==> config.mk <==
export PLATFORM = sky130hd
export DESIGN_NAME = uniform_border_crop_detect
export DESIGN_NICKNAME = d
export VERILOG_FILES = /design/src/rtl/ubcd_pkg.sv /design/src/rtl/ubcd_frame_close.sv /design/src/rtl/uniform_border_crop_detect.sv
export SDC_FILE = /design/constraint.sdc
export NUM_CORES = 1
export LEC_CHECK = 0
export ABC_CLOCK_PERIOD_IN_PS = 10690
export BUFFER_PORTS_ARGS = -buffer_cell sky130_fd_sc_hd__buf_2
export CAP_MARGIN = 20
export CORE_UTILIZATION = 45
export CTS_CLUSTER_DIAMETER = 200
export DETAILED_ROUTE_END_ITERATION = 6
export GPL_TIMING_DRIVEN = 0
export PLACE_DENSITY = 0.6
export SETUP_SLACK_MARGIN = 0.3
export SYNTH_ARGS = -nofsm -noshare
export SYNTH_HDL_FRONTEND = slang
export SYNTH_HIERARCHICAL = 1
export SYNTH_SLANG_ARGS = --single-unit
export TNS_END_PERCENT = 5
==> constraint.sdc <==
create_clock -name clk -period 10.69 [get_ports clk]
set_input_delay 1.6035 -clock clk [delete_from_list [all_inputs] [get_ports clk]]
set_output_delay 1.6035 -clock clk [all_outputs]
set_load 0.01 [all_outputs]
==> src/rtl/ubcd_pkg.sv <==
`timescale 1ns / 1ps

package ubcd_pkg;

	// Fixed field widths
	localparam int PIX_W  = 24;
	localparam int CFG_W  = 13;
	localparam int OUT_W  = 13;
	localparam int TDATA_W = 80;

	// Default largest image side
	localparam int DEF_MAX_DIM = 4096;

	// Register reset values
	localparam logic [CFG_W-1:0] WIDTH_RESET  = 13'd640;
	localparam logic [CFG_W-1:0] HEIGHT_RESET = 13'd480;

	// Register index codes
	typedef enum logic [0:0] {
		REG_IMAGE_WIDTH  = 1'b0,
		REG_IMAGE_HEIGHT = 1'b1
	} cfg_reg_t;

	// One frame result
	typedef struct packed {
		logic [OUT_W-1:0] left_border;
		logic [OUT_W-1:0] right_border;
		logic [OUT_W-1:0] top_border;
		logic [OUT_W-1:0] bottom_border;
		logic [OUT_W-1:0] new_width;
		logic [OUT_W-1:0] new_height;
		logic             crop_needed;
	} crop_result_t;

	// Map a register value to the working size: zero counts as one,
	// anything past the limit counts as the limit
	function automatic int unsigned clamp_dim(logic [CFG_W-1:0] v, int unsigned max_dim);
		int unsigned val;
		val = int'(v);
		if (val == 0) begin
			return 1;
		end
		if (val > max_dim) begin
			return max_dim;
		end
		return val;
	endfunction

endpackage

==> src/rtl/ubcd_frame_close.sv <==
`timescale 1ns / 1ps

module ubcd_frame_close #(
	parameter int DW = 13
) (
	input  logic [DW-1:0]               width,
	input  logic [DW-1:0]               height,
	input  logic [DW-1:0]               leading_rows,
	input  logic [DW-1:0]               min_diff_column,
	input  logic [DW-1:0]               max_diff_column,
	input  logic [DW-1:0]               trailing_rows,
	output ubcd_pkg::crop_result_t      result
);
	import ubcd_pkg::*;

	logic           all_uniform;
	logic [DW-1:0]  left_b;
	logic [DW-1:0]  right_b;
	logic [DW:0]    col_sum;
	logic [DW:0]    row_sum;
	logic [DW-1:0]  nw;
	logic [DW-1:0]  nh;
	logic [DW-1:0]  left_o;
	logic [DW-1:0]  right_o;
	logic [DW-1:0]  top_o;
	logic [DW-1:0]  bottom_o;

	// Border sizes from the tracked columns and rows
	always_comb begin
		all_uniform = (leading_rows >= height);
		left_b  = min_diff_column;
		right_b = width - max_diff_column;
		col_sum = {1'b0, left_b} + {1'b0, right_b};
		row_sum = {1'b0, leading_rows} + {1'b0, trailing_rows};
		if (all_uniform) begin
			left_o   = '0;
			right_o  = '0;
			top_o    = '0;
			bottom_o = '0;
			nw       = width;
			nh       = height;
		end else begin
			left_o   = left_b;
			right_o  = right_b;
			top_o    = leading_rows;
			bottom_o = trailing_rows;
			// Overlapping runs leave an empty crop
			nw = (col_sum <= {1'b0, width}) ? (width - left_b - right_b) : '0;
			nh = (row_sum <= {1'b0, height}) ? (height - leading_rows - trailing_rows) : '0;
		end
	end

	// Widen to the result fields
	always_comb begin
		result.left_border   = OUT_W'(left_o);
		result.right_border  = OUT_W'(right_o);
		result.top_border    = OUT_W'(top_o);
		result.bottom_border = OUT_W'(bottom_o);
		result.new_width     = OUT_W'(nw);
		result.new_height    = OUT_W'(nh);
		result.crop_needed   = (nw != width) || (nh != height);
	end

endmodule

==> src/rtl/uniform_border_crop_detect.sv <==
`timescale 1ns / 1ps

// Uniform border detector for a raster-order pixel stream.
//
// Pixels enter on the s_ channel one per request, left to right and top to
// bottom, image_width pixels per row and image_height rows per frame. The
// block tracks the uniform top, left, right and bottom borders as pixels
// pass and emits one result request on the m_ channel for each frame.
//
// Throughput: one pixel per cycle, except while the last pixel of a frame
// is held off behind a waiting result. Every pixel is handled by compare
// and counter logic in the cycle it is accepted; the frame result is loaded
// into the output register on the edge that accepts the last pixel.
//
// Stall: while a result waits on m_tready, pixels of the next frame keep
// flowing; only the last pixel of that next frame is held off until the
// waiting result is taken.
//
// Reset: registers return to 640 x 480 and a fresh frame starts. Any write
// on the configuration port also restarts the frame, dropping pixels taken
// so far.
module uniform_border_crop_detect #(
	parameter int MAX_DIM = ubcd_pkg::DEF_MAX_DIM
) (
	input  logic                          clk,
	input  logic                          arst_n,
	// Configuration writes
	input  logic                          wr_en,
	input  logic [0:0]                    wr_index,
	input  logic [ubcd_pkg::CFG_W-1:0]    wr_data,
	// Pixel input; tdata: pixel[23:0]
	input  logic                          s_tvalid,
	output logic                          s_tready,
	input  logic [ubcd_pkg::PIX_W-1:0]    s_tdata,
	// Result output; tdata: left_border[12:0], right_border[25:13],
	// top_border[38:26], bottom_border[51:39], new_width[64:52],
	// new_height[77:65], crop_needed[78], zero pad[79]
	output logic                          m_tvalid,
	input  logic                          m_tready,
	output logic [ubcd_pkg::TDATA_W-1:0]  m_tdata
);
	import ubcd_pkg::*;

	localparam int REG_MAX = (1 << CFG_W) - 1;
	localparam int EFF_MAX = (MAX_DIM < REG_MAX) ? MAX_DIM : REG_MAX;
	localparam int DW      = $clog2(EFF_MAX + 1);
	localparam logic [DW-1:0] MIN_DIFF_RESET = DW'(clamp_dim(WIDTH_RESET, MAX_DIM));

	// Configuration and frame state
	logic [CFG_W-1:0] width_reg_q, height_reg_q;
	logic [DW-1:0]    col_q, row_q;
	logic [PIX_W-1:0] top_left_q, top_right_q, prev_pix_q;
	logic [DW-1:0]    lead_rows_q;
	logic             lead_open_q;
	logic [DW-1:0]    min_diff_q, max_diff_q;
	logic [PIX_W-1:0] row_first_q;
	logic             row_uni_q;
	logic [PIX_W-1:0] trail_color_q;
	logic [DW-1:0]    trail_rows_q;

	// Next state
	logic [CFG_W-1:0] width_reg_d, height_reg_d;
	logic [DW-1:0]    col_d, row_d;
	logic [PIX_W-1:0] top_left_d, top_right_d, prev_pix_d;
	logic [DW-1:0]    lead_rows_d;
	logic             lead_open_d;
	logic [DW-1:0]    min_diff_d, max_diff_d;
	logic [PIX_W-1:0] row_first_d;
	logic             row_uni_d;
	logic [PIX_W-1:0] trail_color_d;
	logic [DW-1:0]    trail_rows_d;

	// Values before the restart overrides, taken from the pixel update
	logic [DW-1:0] lead_rows_d_pre, min_diff_pre, max_diff_pre, trail_rows_pre;

	logic [DW-1:0]    w, h, w_next;
	logic             row_end, last_pix, in_req, frame_done, restart;
	logic [PIX_W-1:0] p;
	crop_result_t     result;

	logic                  m_valid_q;
	logic [TDATA_W-1:0]    m_data_q;

	assign w = DW'(clamp_dim(width_reg_q, MAX_DIM));
	assign h = DW'(clamp_dim(height_reg_q, MAX_DIM));
	assign p = s_tdata;

	assign row_end  = (col_q == w - DW'(1));
	assign last_pix = row_end && (row_q == h - DW'(1));

	// Hold off only the frame's last pixel while a result is still waiting
	assign s_tready   = !m_valid_q || m_tready || !last_pix;
	assign in_req     = s_tvalid && s_tready;
	assign frame_done = in_req && last_pix && !wr_en;

	// Per-pixel update
	always_comb begin
		width_reg_d   = width_reg_q;
		height_reg_d  = height_reg_q;
		col_d         = col_q;
		row_d         = row_q;
		top_left_d    = top_left_q;
		top_right_d   = top_right_q;
		prev_pix_d    = prev_pix_q;
		lead_rows_d   = lead_rows_q;
		lead_open_d   = lead_open_q;
		min_diff_d    = min_diff_q;
		max_diff_d    = max_diff_q;
		row_first_d   = row_first_q;
		row_uni_d     = row_uni_q;
		trail_color_d = trail_color_q;
		trail_rows_d  = trail_rows_q;
		restart       = 1'b0;

		if (in_req) begin
			// Row start color and uniform flag
			if (col_q == '0) begin
				row_first_d = p;
				row_uni_d   = 1'b1;
				if (row_q == '0) begin
					top_left_d = p;
				end
			end else if (p != row_first_q) begin
				row_uni_d = 1'b0;
			end

			// Leftmost column that differs from the top-left pixel
			if (p != top_left_d && col_q < min_diff_q) begin
				min_diff_d = col_q;
			end

			// Right border: start of the last run in row 0, then push right
			if (row_q == '0) begin
				if (col_q != '0 && p != prev_pix_q) begin
					max_diff_d = col_q;
				end
				if (row_end) begin
					top_right_d = p;
				end
			end else if (p != top_right_q && (col_q + DW'(1)) > max_diff_q) begin
				max_diff_d = col_q + DW'(1);
			end
			prev_pix_d = p;

			if (!row_end) begin
				col_d = col_q + DW'(1);
			end else begin
				col_d = '0;
				// Leading rows
				if (lead_open_q && row_uni_d && row_first_d == top_left_d) begin
					lead_rows_d = lead_rows_q + DW'(1);
				end else begin
					lead_open_d = 1'b0;
				end
				// Trailing rows
				if (row_uni_d) begin
					if (trail_rows_q != '0 && row_first_d == trail_color_q) begin
						trail_rows_d = trail_rows_q + DW'(1);
					end else begin
						trail_rows_d  = DW'(1);
						trail_color_d = row_first_d;
					end
				end else begin
					trail_rows_d = '0;
				end
				if (!last_pix) begin
					row_d = row_q + DW'(1);
				end else begin
					restart = 1'b0;
				end
			end
		end

		if (frame_done) begin
			restart = 1'b1;
		end

		// Register write restarts the frame
		if (wr_en) begin
			case (cfg_reg_t'(wr_index))
				REG_IMAGE_WIDTH:  width_reg_d  = wr_data;
				REG_IMAGE_HEIGHT: height_reg_d = wr_data;
				default: ;
			endcase
			restart = 1'b1;
		end

		// Hand the closing state to the frame result
		lead_rows_d_pre = lead_rows_d;
		min_diff_pre    = min_diff_d;
		max_diff_pre    = max_diff_d;
		trail_rows_pre  = trail_rows_d;

		w_next = DW'(clamp_dim(width_reg_d, MAX_DIM));
		if (restart) begin
			col_d         = '0;
			row_d         = '0;
			top_left_d    = '0;
			top_right_d   = '0;
			prev_pix_d    = '0;
			lead_rows_d   = '0;
			lead_open_d   = 1'b1;
			min_diff_d    = w_next;
			max_diff_d    = '0;
			row_first_d   = '0;
			row_uni_d     = 1'b1;
			trail_color_d = '0;
			trail_rows_d  = '0;
		end
	end

	// Frame result from the state as updated by the last pixel
	ubcd_frame_close #(
		.DW (DW)
	) u_close (
		.width           (w),
		.height          (h),
		.leading_rows    (lead_rows_d_pre),
		.min_diff_column (min_diff_pre),
		.max_diff_column (max_diff_pre),
		.trailing_rows   (trail_rows_pre),
		.result          (result)
	);

	// State registers
	always_ff @(posedge clk or negedge arst_n) begin
		if (!arst_n) begin
			width_reg_q   <= WIDTH_RESET;
			height_reg_q  <= HEIGHT_RESET;
			col_q         <= '0;
			row_q         <= '0;
			top_left_q    <= '0;
			top_right_q   <= '0;
			prev_pix_q    <= '0;
			lead_rows_q   <= '0;
			lead_open_q   <= 1'b1;
			min_diff_q    <= MIN_DIFF_RESET;
			max_diff_q    <= '0;
			row_first_q   <= '0;
			row_uni_q     <= 1'b1;
			trail_color_q <= '0;
			trail_rows_q  <= '0;
		end else begin
			width_reg_q   <= width_reg_d;
			height_reg_q  <= height_reg_d;
			col_q         <= col_d;
			row_q         <= row_d;
			top_left_q    <= top_left_d;
			top_right_q   <= top_right_d;
			prev_pix_q    <= prev_pix_d;
			lead_rows_q   <= lead_rows_d;
			lead_open_q   <= lead_open_d;
			min_diff_q    <= min_diff_d;
			max_diff_q    <= max_diff_d;
			row_first_q   <= row_first_d;
			row_uni_q     <= row_uni_d;
			trail_color_q <= trail_color_d;
			trail_rows_q  <= trail_rows_d;
		end
	end

	// Output register: load on the last pixel, drop once taken
	always_ff @(posedge clk or negedge arst_n) begin
		if (!arst_n) begin
			m_valid_q <= 1'b0;
		end else if (frame_done) begin
			m_valid_q <= 1'b1;
		end else if (m_tready) begin
			m_valid_q <= 1'b0;
		end
	end

	always_ff @(posedge clk) begin
		if (frame_done) begin
			m_data_q <= {1'b0, result.crop_needed, result.new_height, result.new_width,
				result.bottom_border, result.top_border, result.right_border,
				result.left_border};
		end
	end

	assign m_tvalid = m_valid_q;
	assign m_tdata  = m_data_q;

	// A result appears only after the last pixel of a frame is taken
	a_result_source: assert property (@(posedge clk) disable iff (!arst_n)
		$rose(m_valid_q) |-> $past(in_req && last_pix))
		else $error("result raised without a closing pixel");

	// A waiting result is never overwritten
	a_no_overwrite: assert property (@(posedge clk) disable iff (!arst_n)
		(m_valid_q && !m_tready && in_req) |-> !last_pix)
		else $error("last pixel accepted over a waiting result");

	// Column position stays inside the row
	a_col_range: assert property (@(posedge clk) disable iff (!arst_n)
		col_q < w)
		else $error("column position past row width");

endmodule

==> metrics.md <==
| Metric | Value |
|---|---|
| Pin count of the biggest net entering global routing | `between 80 and 90` |
| Io pins | `125` |
| Largest fanout on the critical path | `10` |
| Hold Crit Class | `reg -> reg` |
| CP Capture Type | `register` |
| Fmax | `around 0.099 GHz` |
| Commonest non-fill, non-tap cell in the layout | `dfrtp_1` |
| Post-synthesis sequential area ratio | `approximately 34%` |
| Port Buffers | `around 110` |
| Initial antenna violation count | `1` |
| Setup Skew | `about 0.025 ns` |
| CTS H-Tree Depth | `2` |
| Most common cell type on the critical path | `o21a_1` |
| Buf+Inv Stages, Crit Path | `3` |
| Critical Path Max Stage Delay | `0.80 ns` |
| Final period utilization | `between 90% and 100%` |
| Final Setup Violations | `0` |
| Clk_lat worst skew | `approximately 0.58 ns` |
| Register bit count reported by yosys | `between 300 and 400` |
| CTS sink count | `between 300 and 400` |
| FF/Latch Area | `approximately 8000 um^2` |
| CP Class | `in -> reg` |
| Setup_tns | `0 ns` |
| Min Clock Period, post-route | `a little over 10 ns` |
| Fillcell total | `4851` |
| Number of core rows | `83` |
| Worst-margin pin slew | `between 1 and 1.5 ns` |
| Slowest cell on crit path | `clkbuf_1` |
| Die Span X | `~230 um` |
| Clock tree root driver cell | `clkbuf_16` |
| Synth-to-layout area growth | `14.4%` |
| Starting density of the core | `about 46%` |
| Slew headroom | `16.9%` |
| CTS tree | `done` |
| Core area | `approximately 52000 um^2` |
| Yosys cell types | `98` |
| Hpwl dp | `around 64 mm` |
| Post-Route WL | `about 84 mm` |
| Hold Buf Count CTS | `0` |
| Final Hold Vio Count | `0` |
| Commonest non-fill, non-tap cells in the layout | `dfrtp_1 (214), inv_1 (211), nor2_1 (195), ha_1 (157), nand2_1 (139)` |
| # DRC | `0` |
| LEAKAGE | `roughly 12 nW` |
| Worst path top cell family by delay | `compound AO/OA/AOI/OAI gates` |
| Critical Path Start Type | `input pin` |
| CTS buffer count | `36` |
| Iter 0 DRT Violations | `1947` |
| Final net count | `3025` |
| Number of max-cap violations | `0` |
| Chip height | `around 230 um` |
| Ys async rst share | `74.2%` |
| Total track usage | `roughly 30%` |
| Synthesized cell area | `about 24000 um^2` |
| DR pass1 iterations | `5` |
| RSZ-0062 raised after global routing | `no` |
| Primary FF master, synth | `dfrtp_1` |
| Max Slew Vio Count | `0` |
| Vias in the first global route | `20822` |
| First-pass GRT wire length | `126 mm` |
| Total power draw | `4.70 mW` |
| Max VDD drop | `0.117 mV` |
| Area of the multi-input gates | `14700 um^2` |
| Remaining Overflow, GRT | `0` |
| WL/cell | `24.0 um` |
| Die area | `between 50000 and 60000 um^2` |
| Post-synth EDFFs | `between 70 and 80` |
| Post-DR vias/cell | `slightly above 6` |
| Vias | `~22000` |
| Layout cells sized above 1 | `14.4%` |
| Ys Warns | `6` |
| Final ANT Viol Nets | `0` |
| Critical Path AT | `10.35 ns` |
| Clk slew on worst S/H paths | `0.06 ns` |
| Syn nets | `around 2800` |
| Status | `complete, no violations` |
| Avg Cell Area, Syn | `between 9 and 10 um^2` |
| CTS Buffer Depth | `3` |
| RD Place Congestion | `0.975` |
| Worst Path Required | `about 11 ns` |
| Pwr dens | `173 nW/um^2` |
| Gate Count Post-Synth | `2615` |
-- path summary, 6_finish.rpt --
path,from,endpoint,slack (ns),cells past startpoint
max,s_tdata[11],m_tdata[78]$_DFFE_PP_,0.64,35
min in group asynchronous,arst_n,max_diff_q[7]$_DFF_PN0_,0.94,1
min,lead_open_q$_DFFE_PN1P_,lead_open_q$_DFFE_PN1P_,0.50,2
max reg2reg,width_reg_q[4]$_DFF_PN0_,m_tdata[78]$_DFFE_PP_,0.64,43
max in group asynchronous,arst_n,lead_open_q$_DFFE_PN1P_,8.47,3
min reg2reg,lead_open_q$_DFFE_PN1P_,lead_open_q$_DFFE_PN1P_,0.50,2
-- cells by family (layout without fill, tap and decap cells) --
family          after synthesis  in the layout  share of synthesized area [%]
simple gates                760            760                           16.8
compound gates              640            640                           19.1
fa+ha+maj                   187            187                           10.7
other cells                   1              3                         0.0158
xor+xnor                    243            243                           8.96
mux                          97             97                           4.26
buf+inv                     381            588                           6.29
flops                       306            306                           33.9
-- worst reg2reg max path, delay by kind of cell (launching register included) --
kind                       cells  cell delay (ns)
and+or+nand+nor               12             3.45
AOI/OAI and AO/OA             16             2.99
buffers and inverters          7             1.07
adders and majority gates      4             1.04
xor gates and xnor gates       4             0.86
DFF                            1             0.35
-- cell type report --
cell class | instances | area share [%]
well taps | 680 | 3.13
diodes | 2 | 0.0184
repair buffers | 142 | 3.15
plain buffers | 164 | 2.75
inverters | 217 | 3.02
clock inverters | 17 | 0.658
clock buffers | 48 | 3.70
multi-input cells | 1928 | 53.9
flip-flops and latches | 306 | 29.7
-- report_power, final --
| part | switching (mW) | internal [mW] | leakage, nW |
|---|---|---|---|
| Sequential | 0.0511 | 1.29 | 3.77 |
| Combinational | 1.27 | 0.820 | 7.54 |
| Clock | 0.535 | 0.739 | 0.577 |
| Total | 1.85 | 2.85 | 11.9 |
-- state kept, by name, summed over array words and instances (netlist names) --
register / cells
m_tdata: 79
prev_pix_q: 24
row_first_q: 24
top_left_q: 24
top_right_q: 24
trail_color_q: 24
col_q: 13
height_reg_q: 13
lead_rows_q: 13
max_diff_q: 13
min_diff_q: 13
row_q: 13
trail_rows_q: 13
width_reg_q: 13
lead_open_q: 1
m_tvalid: 1
row_uni_q: 1
-- metal layers --
metal  vias to the layer above  routed length (um)  part of all wire, %  track usage (%)
met5                         -                   0                    0                0
met2                       904               38300                   45             49.4
met3                       179                6050                  7.2             4.54
met4                         0                3770                  4.5             13.3
met1                     10639               36100                   43             41.5
li1                       9797                   -                    -                -
-- Yosys cell counts, types with 30 or more instances --
| master | number | area (um^2) |
|---|---|---|
| and3_1 | 30 | 188 |
| mux2i_1 | 64 | 641 |
| xnor2_1 | 137 | 1200 |
| a22o_1 | 73 | 639 |
| nand4_1 | 39 | 244 |
| edfxtp_1 | 79 | 2370 |
| o21ai_0 | 103 | 515 |
| a21o_1 | 41 | 308 |
| dfrtp_1 | 217 | 5430 |
| nor2_1 | 197 | 739 |
| nand2_1 | 141 | 529 |
| xor2_1 | 106 | 928 |
| ha_1 | 161 | 2010 |
| a31oi_1 | 49 | 307 |
| a21oi_1 | 110 | 551 |
| and2_1 | 37 | 231 |
| inv_1 | 215 | 807 |
| nor2b_1 | 36 | 225 |
| nor4_1 | 58 | 363 |
| nor3_1 | 53 | 265 |
| nand3_1 | 59 | 295 |
| clkbuf_1 | 122 | 458 |
| mux2_2 | 33 | 372 |
-- per-stage QoR --
stage               hold WS, ns  std cells  instance area, um^2  util [%]  setup slack, ns
finish                    0.495       3504                27200      52.6            0.636
global route              0.516       3502                27200      52.6            0.232
CTS                       0.499       3485                26700      51.6            0.301
detailed placement        0.483       3414                25300      48.9            -1.28
global placement          0.480       3404                25200      48.7            -1.82
floorplan                 0.461       2615                23800         -             1.03
-- repair_timing --
| item | CTS | global route |
|---|---|---|
| setup buffers | 6 | 17 |
| setup endpoints to repair | 16 | 10 |
| pin swaps | 5 | 30 |
| resized for setup | 40 | 104 |
No activity file was read; power rests on OpenSTA's default activity.
